## src/rtl/bfba_ram.sv

```systemverilog
module bfba_ram #(
   parameter int Width = 8,
   parameter int Depth = 16
) (
   input  logic                     clock,
   input  logic                     wr_en,
   input  logic [$clog2(Depth)-1:0] wr_addr,
   input  logic [Width-1:0]         wr_data,
   input  logic [$clog2(Depth)-1:0] rd_addr,
   output logic [Width-1:0]         rd_data
);
   logic [Width-1:0] mem [Depth];

   always_ff @(posedge clock) begin
      if (wr_en) begin
         mem[wr_addr] <= wr_data;
      end
      rd_data <= mem[rd_addr];
   end
endmodule

```

## config.mk

```make
export PLATFORM = sky130hd
export DESIGN_NAME = bfba_ram
export DESIGN_NICKNAME = d
export VERILOG_FILES = /design/src/rtl/bfba_ram.sv
export SDC_FILE = /design/constraint.sdc
export NUM_CORES = 1
export LEC_CHECK = 0
export BUFFER_PORTS_ARGS = -buffer_cell sky130_fd_sc_hd__buf_2
export CAP_MARGIN = 30
export CORE_UTILIZATION = 65
export DETAILED_ROUTE_END_ITERATION = 10
export GPL_ROUTABILITY_DRIVEN = 0
export PLACE_DENSITY = 0.82
export SLEW_MARGIN = 20
export SYNTH_ARGS = -nofsm -noshare
export SYNTH_HDL_FRONTEND = slang
export SYNTH_SLANG_ARGS = --single-unit
```

## constraint.sdc

```tcl
create_clock -name clock -period 2.4 [get_ports clock]
set_input_delay 0.24 -clock clock [delete_from_list [all_inputs] [get_ports clock]]
set_output_delay 0.24 -clock clock [all_outputs]
set_load 0.005 [all_outputs]
```

Yosys cells after proc, flatten, opt, wreduce, memory -nomap -nowiden
Memory sizes are Yosys's and may differ from the RTL's. A register that Yosys moved wholly into a read port is not among the register bits.
Cells that the tools add are included.
{"block": "word_totals", "register_bits": 0, "ramBits": 128, "in_bits": 18, "out_inout_bits": 8, "wordCells": 3, "mem_count": 1}
{"block": "op_classes", "n_mux": 2}
{"memory": "mem", "depth": 16, "word_bits": 8, "rd": 1, "rd_clocked_by_memory_dff": 1, "write_ports": 1, "line": "12", "rtl": "logic [Width-1:0] mem [Depth];"}
{"cell": "$mux 1", "count": 2}

Depth between registers and ports, before layout
Gate-level depths: netlist of run 1.
{"block": "depth", "depth_word": 2, "mapped_depth": 5, "mapped_depth_nobuf": 3}

Worst setup path after synthesis of run 1
No wires, ideal clock.
{"block": "synth_timing", "kind": "in2reg", "start": "in wr_addr[2]", "end": "mem mem[0][0], enable pin", "setup_time_ps": 383, "arrival_time_ps": 1350, "required_ps": 2017, "path_slack_ps": 667, "path_stages": 2, "cell_sequence": "or3b_2 nor3_1"}
{"item": "start: declaration", "line": "7", "rtl": "input logic [$clog2(Depth)-1:0] wr_addr,"}
{"item": "end: declaration", "line": "12"}
No word-level cell before the write port.

==> key figures, run 1 <==
Worst setup path
  • CP max stage cell: mux4_1
  • Crit Reg-Reg Startpoint: mem[8][2]
  • FF-to-FF End: rd_data[2]
  • Critical Path RT: 2.80 ns
  • Worst Reg-to-Reg Cells: 3
  • R2r setup slk: 1.00 ns
  • CP Cell Sequence: mux4_1 > a22oi_1 > nand2_1
  • Startpoint types: flop
  • CP Data Arrival Time: 1.79 ns
  • Crit Path Class: flop to flop
  • CP max FO: 1
  • Crit end category: flop
  • CP peak stage delay: 0.52 ns

Detailed routing
  • Routed len/inst: 27.07 um
  • Vias: 2572
  • Initial DRC Count: 375
  • WL final: 10690 um
  • Via/cell ratio: 6.511
  • DRC Markers: 0
  • Drt pass-1 iters: 5
  • ANT nets after route: 0

Cells and area
  • Post-layout net count: 298
  • N_diodes: 0
  • Filler Cell Count: 375
  • Fin area: 6135 um^2
  • Area Growth Syn to Fin: 19.18%
  • Layout cell share with drive strength beyond 1: 31.40%

Clocking
  • # hold bufs at CTS: 0
  • CTS buffer count: 17
  • CTS Root Cell: clkbuf_8
  • PostCTS Resize Cnt: 0
  • H-tree Lvls: 4
  • Clock Tree Buf Depth: 2
  • Clock sinks: 136
  • Post-CTS Setup Bufs: 0
  • Worst-Skew Late Latency: 0.52 ns
  • Clk slew on worst S/H paths: 0.06 ns
  • CTS tree: yes

Global routing
  • Global route overflow: 0
  • First-pass GRT wire length: 15650 um
  • Largest net degree at the start of global routing: 33
  • Initial antenna violation count: 0
  • Vias in the first global route: 2598
  • GRT Total Usage: 28.26%

Floorplanning
  • Die height: 90.99 um
  • Num ports: 26
  • Die Footprint: 8279 um^2
  • Die span in x: 90.99 um
  • Core Area: 7687 um^2
  • # rows: 32
  • Starting density of the core: 66.96%

Timing
  • Tightest Pin Transition: 0.7516 ns
  • Post-route minimum period: 1.396 ns
  • Worst Setup Slack, final: 1.004 ns
  • Max Freq: 0.7165 GHz
  • Tcrit/Tclk final: 58.15%
  • Setup TNS: 0 ns
  • Layout Skew: 0.009410 ns
  • Max-slew violation count: 0
  • Max transition margin: 49.79%
  • Final Setup Violations: 0
  • RSZ-0062 raised after global routing: no
  • Final Hold Fails: 0

Placement
  • Dpl cell area: 5466 um^2
  • Final HPWL DP: 6094 um
  • IO buf count: 25
  • Pre-CTS WS: 0.6154 ns

Synth
  • #FFs+latches synth: 136
  • Seq/Total Area, Yosys: 77.78%
  • Unique cell type count in the Yosys netlist: 19
  • Mapped cell area: 5147 um^2
  • Yosys warning total: 0
  • Avg Cell Area, Syn: 22.48 um^2
  • Synthesized Nets: 247
  • Synth Instances: 229

Status
  • Status: finished clean

Hold path
  • Hold path cells: 1
  • Worst Hold Launch: wr_data[2]
  • Hold path endpoint: mem[8][2]
  • Hold Path Class: primary input to flop

Power
  • Pwr dens: 946.3 nW/um^2
  • Total power: 5805 uW
  • Static leakage: 0.002115 uW
  • Maximum VDD drop: 874.2 uV

Run
  • Max-cap violations: 0
cells in the final DEF (no fill, tap or decap), types with 3 or more instances in the layout:
cell / instances
edfxtp_1: 128
buf_2: 25
mux4_2: 18
a22oi_1: 16
clkbuf_16: 16
buf_4: 15
mux4_1: 14
nor2_1: 13
nand2_1: 9
dfxtp_1: 8
bufinv_16: 6
nor3_1: 4
clkbuf_8: 3
state kept, by name (all words and copies together), names as in the netlist:
signal and cells:
mem 128, rd_data 8
stage by stage:
step | hold slack [ns] | util (%) | instances
floorplan | 0.3389 | - | 229
global placement | 0.6125 | 71.11 | 363
detailed placement | 0.6156 | 71.11 | 363
CTS | 0.07503 | 79.80 | 395
global route | 0.08567 | 79.80 | 395
finish | 0.09537 | 79.80 | 395
power by group:
part	internal, uW	switching (uW)
registers	2660	17.9
logic	105	143
clock network	1950	932
total	4710	1090
metal layers:
layer  GRT usage, %  vias to the layer above  share of wire, %
li1               -                     1080                 -
met1          39.04                     1309                38
met2          42.55                      160                49
met3          9.129                       23                11
met4          11.77                        0               2.1
met5              0                        -                 0
worst max path at each step:
| stage | from | to | slack [ns] | cells past startpoint |
|---|---|---|---|---|
| after CTS | mem[0][3] | rd_data[3] | 1.01 | 3 |
| final | mem[8][2] | rd_data[2] | 1.00 | 3 |
| after detailed placement | wr_addr[2] | mem[1][1] | 0.62 | 3 |
| after global placement | wr_addr[2] | mem[1][4] | 0.67 | 3 |
| after global routing | mem[0][4] | rd_data[4] | 0.97 | 3 |
| after floorplan | wr_addr[2] | mem[0][0] | 0.67 | 2 |
layout make-up:
type	instances	area (um^2)	share of cell area (%)
flip-flops and latches	136	4004	65.27
multi-input cells	83	1057	17.23
clock buffers	20	445.4	7.261
repair buffers	42	277.8	4.528
clock inverters	12	222.7	3.630
well taps	102	127.6	2.080
synthesized netlist by cell type (all sizes together):
master           n  area, um^2
edfxtp         128        3844
mux4            32       773.2
a22oi           16       120.1
nor2            13       48.80
nand2            9       33.78
dfxtp            8       160.2
buf              7       56.30
nor3             4       20.02
clkdlybuf4s25    3       30.03
nand2b           2       12.51
nand3b           2       15.01
and2             1       6.260
and2b            1       7.510
nand3            1       5.000
nor2b            1       6.260
or3b             1       8.760
logic make-up after synthesis:
family          after synthesis  synth area share [%]
mux                          32                 15.02
flops                       136                 77.78
buf+inv                      10                 1.677
simple gates                 35                 3.184
compound gates               16                 2.334
worst max-delay path: cells and delay by family, from the launching register on:
kind / cells / cell delay (ns)
compound gates: 1 / 0.26
flops: 1 / 0.41
simple gates: 1 / 0.08
mux: 1 / 0.52
Power figures use the tool's default switching activity.
==> run 2: changes to the inputs <==
- ABC_AREA: default -> 1
- CORE_UTILIZATION: 65 -> 61
- PLACE_DENSITY: 0.82 -> 0.77
- clock period: 2.4 -> 1.44 ns (I/O delays scaled with it)
==> run 2 against run 1 <==
  * Global-route usage increased by 0.29 points
  * Area after synthesis up 12%
  * Design area up 8.0%
  * Worst hold slack lost 0.069 ns
  * Sequential share of layout area fell by 4.8 points
  * Critical path type is now flop to output pin
  * Critical endpoint is now rd_data[1]
  * Largest cell class unchanged
==> key figures, run 2 <==
Status
  • Status: finished clean (unchanged)

Timing
  • WHS: 0.02686 ns (was 0.09537 ns)
  • RSZ-0062 raised after global routing: no (unchanged)
  • Post-route minimum period: 1.180 ns
  • Layout Skew: 0.007312 ns (was 0.009410 ns)
  • Setup TNS: 0 ns (unchanged)
  • Worst Setup Slack, final: 0.2600 ns (was 1.004 ns)
  • Max transition margin: 74.25% (was 49.79%)
  • Final Hold Fails: 0 (unchanged)
  • Final Setup Violations: 0 (unchanged)
  • Tcrit/Tclk final: 81.95%
  • Max Freq: 0.8474 GHz
  • Tightest Pin Transition: 0.3862 ns (was 0.7516 ns)
  • Max-slew violation count: 0 (unchanged)

Cells and area
  • Max FFs per register: 128 (unchanged)
  • Layout cell share with drive strength beyond 1: 12.99% (was 31.40%)
  • Post-layout net count: 613 (was 298)
  • Most frequent cells in the layout: nand2_1 (173), edfxtp_1 (128), inv_1 (100) (was edfxtp_1 (128), buf_2 (25), mux4_2 (18))
  • Commonest non-fill, non-tap cell in the layout: nand2_1 (was edfxtp_1)
  • Finished Layout Cells: 719 (was 395)
  • Area Growth Syn to Fin: 14.88% (was 19.18%)
  • Regs by FF count: mem: 128 flops, rd_data: 8 flops (unchanged)
  • N_diodes: 0 (unchanged)
  • Largest Register: mem (unchanged)

Worst setup path
  • CP Data Arrival Time: 1.04 ns (was 1.79 ns)
  • CP Cell Sequence: buf_2 (was mux4_1 > a22oi_1 > nand2_1)
  • CP max stage cell: dfxtp_1 (was mux4_1)
  • CP delay by family, top: flip-flops (was multiplexers)
  • CP max FO: 1 (unchanged)
  • Worst Path Buf+Inv: 1 (was 0)
  • CP peak stage delay: 0.38 ns (was 0.52 ns)
  • Startpoint types: flop (unchanged)
  • Crit Path Class: flop to output pin (was flop to flop)
  • Critical Path RT: 1.30 ns (was 2.80 ns)
  • Crit end category: output pin (was flop)

Detailed routing
  • DRC Markers: 0 (unchanged)
  • Initial DRC Count: 376 (was 375)
  • ANT nets after route: 0 (unchanged)
  • Via/cell ratio: 5.517 (was 6.511)
  • Drt pass-1 iters: 6 (was 5)
  • WL final: 12610 um (was 10690 um)
  • Vias: 3967 (was 2572)
  • Met3 wire len: 1055 um (was 1157 um)
  • M1 wire length: 5114 um (was 4073 um)
  • Met2 routed WL: 5963 um (was 5239 um)
  • Top sig layer: met4 (unchanged)
  • Routed len/inst: 17.53 um (was 27.07 um)

Synth
  • Commonest cells in the synthesized netlist: nand2_1 (173), edfxtp_1 (128), inv_1 (100) (was edfxtp_1 (128), mux4_2 (18), a22oi_1 (16))
  • Top post-synthesis cells by area: edfxtp_1 (67%), nand2_1 (11%), nand3_1 (8.4%) (was edfxtp_1 (75%), mux4_2 (7.9%), mux4_1 (7.1%))
  • Seq/Total Area, Yosys: 69.43% (was 77.78%)
  • Asr flop ratio synth: 0% (unchanged)
  • Most frequent cell after synthesis: nand2_1 (was edfxtp_1)
  • Mapped cell area: 5767 um^2 (was 5147 um^2)
  • #FFs+latches synth: 136 (unchanged)
  • Unique cell type count in the Yosys netlist: 12 (was 19)
  • Synthesized Nets: 569 (was 247)
  • Yosys warning total: 0 (unchanged)
  • Number of synthesized flops with an enable pin: 128 (unchanged)
  • Synth Instances: 551 (was 229)
  • Synth top area share: 66.65% (was 74.67%)
  • Post-synth top area cell: edfxtp_1 (unchanged)
  • Ys flop type: edfxtp_1 (unchanged)
  • Avg Cell Area, Syn: 10.47 um^2 (was 22.48 um^2)

Clocking
  • H-tree Lvls: 4 (unchanged)
  • CTS Root Cell: clkbuf_8 (unchanged)
  • Worst-Skew Late Latency: 0.52 ns (about the same)
  • CTS tree: yes (unchanged)
  • Clock Tree Buf Depth: 2 (unchanged)
  • PostCTS Resize Cnt: 0 (unchanged)
  • Clk slew on worst S/H paths: 0.06 ns (about the same)
  • Clock sinks: 136 (unchanged)
  • CTS buffer count: 17 (unchanged)

Global routing
  • Global route overflow: 0 (unchanged)
  • Largest net degree at the start of global routing: 65 (was 33)
  • First-pass GRT wire length: 20360 um (was 15650 um)
  • GRT Total Usage: 28.55% (was 28.26%)
  • Vias in the first global route: 3967 (was 2598)
  • Initial antenna violation count: 0 (unchanged)

Floorplanning
  • Die span in x: 99.23 um (was 90.99 um)
  • Num ports: 26 (unchanged)
  • # rows: 35 (was 32)
  • Die height: 99.23 um (was 90.99 um)
  • Starting density of the core: 62.71% (was 66.96%)
  • Die Footprint: 9847 um^2 (was 8279 um^2)
  • Core Area: 9196 um^2 (was 7687 um^2)

Power
  • Static leakage: 0.002909 uW (was 0.002115 uW)
  • Maximum VDD drop: 758.6 uV (was 874.2 uV)
  • Pwr dens: 1361 nW/um^2 (was 946.3 nW/um^2)

Run
  • Max-cap violations: 0 (unchanged)

Placement
  • Pre-CTS WS: 0.1870 ns (was 0.6154 ns)
  • Final HPWL DP: 7342 um (was 6094 um)
  • IO buf count: 25 (unchanged)
  • Placed cell count: 686 (was 363)

Hold path
  • Hold Path Class: primary input to flop (unchanged)
run 2: changes by cell type after synthesis, moves of 2 or more:
cell | previous run | this run
clkdlybuf4s25_2 | 3 | 0
mux4_2 | 18 | 0
mux4_1 | 14 | 0
buf_6 | 3 | 6
nand2_1 | 9 | 173
buf_2 | 3 | 13
inv_1 | 0 | 100
nor3_1 | 4 | 0
nand2b_1 | 2 | 0
nand3_1 | 1 | 97
inv_2 | 0 | 2
buf_4 | 1 | 4
nor2_1 | 13 | 17
a22oi_1 | 16 | 0
run 2: layer usage:
layer  vias to the layer above  global-route usage [%]
li1                       1862                       -
met1                      1852                   38.68
met2                       213                   43.48
met3                        40                   5.903
met4                         0                   16.40
met5                         -                       0
run 2: power by group:
group / switching (uW) / total (uW) / internal (uW)
clock network: 1580 / 4020 / 2440
registers: 25.9 / 4450 / 4430
logic: 380 / 546 / 166
total: 1980 / 9020 / 7040
run 2: layout make-up:
cell class,count,area [um^2]
flip-flops and latches,136,4004
fillers,608,2571
multi-input cells,289,1214
clock buffers,19,421.7
inverters,102,382.9
repair buffers,49,332.8
well taps,111,138.9
clock inverters,13,131.4
run 2: path summary, 6_finish.rpt:
path | end | cells past startpoint | slack (ns) | from
setup / recovery | rd_data[1] | 1 | 0.26 | rd_data[1]
hold / removal | mem[3][1] | 1 | 0.03 | wr_data[1]
setup reg to reg | rd_data[0] | 6 | 0.32 | mem[12][0]
hold reg to reg | rd_data[2] | 6 | 0.70 | mem[7][2]
run 2: repair_timing:
item | CTS | global route
endpoints found under the hold margin | 1 | 0
setup buffers | 0 | 0
hold buffers | 1 | 0
endpoints found under the setup margin | 0 | 0
run 2: logic make-up after synthesis:
family                 share of synthesized area (%)
AND/OR/NAND/NOR                                21.05
flip-flops                                     69.43
buffers and inverters                          9.525
run 2: metrics by stage:
stage / utilization [%] / power (uW) / instance area, um^2
finish: 72.04 / 9017 / 6625
global route: 72.04 / 9273 / 6625
CTS: 72.04 / 9043 / 6625
detailed placement: 65.92 / 5064 / 6062
global placement: 65.92 / 5046 / 6062
floorplan: - / 4844 / 5767
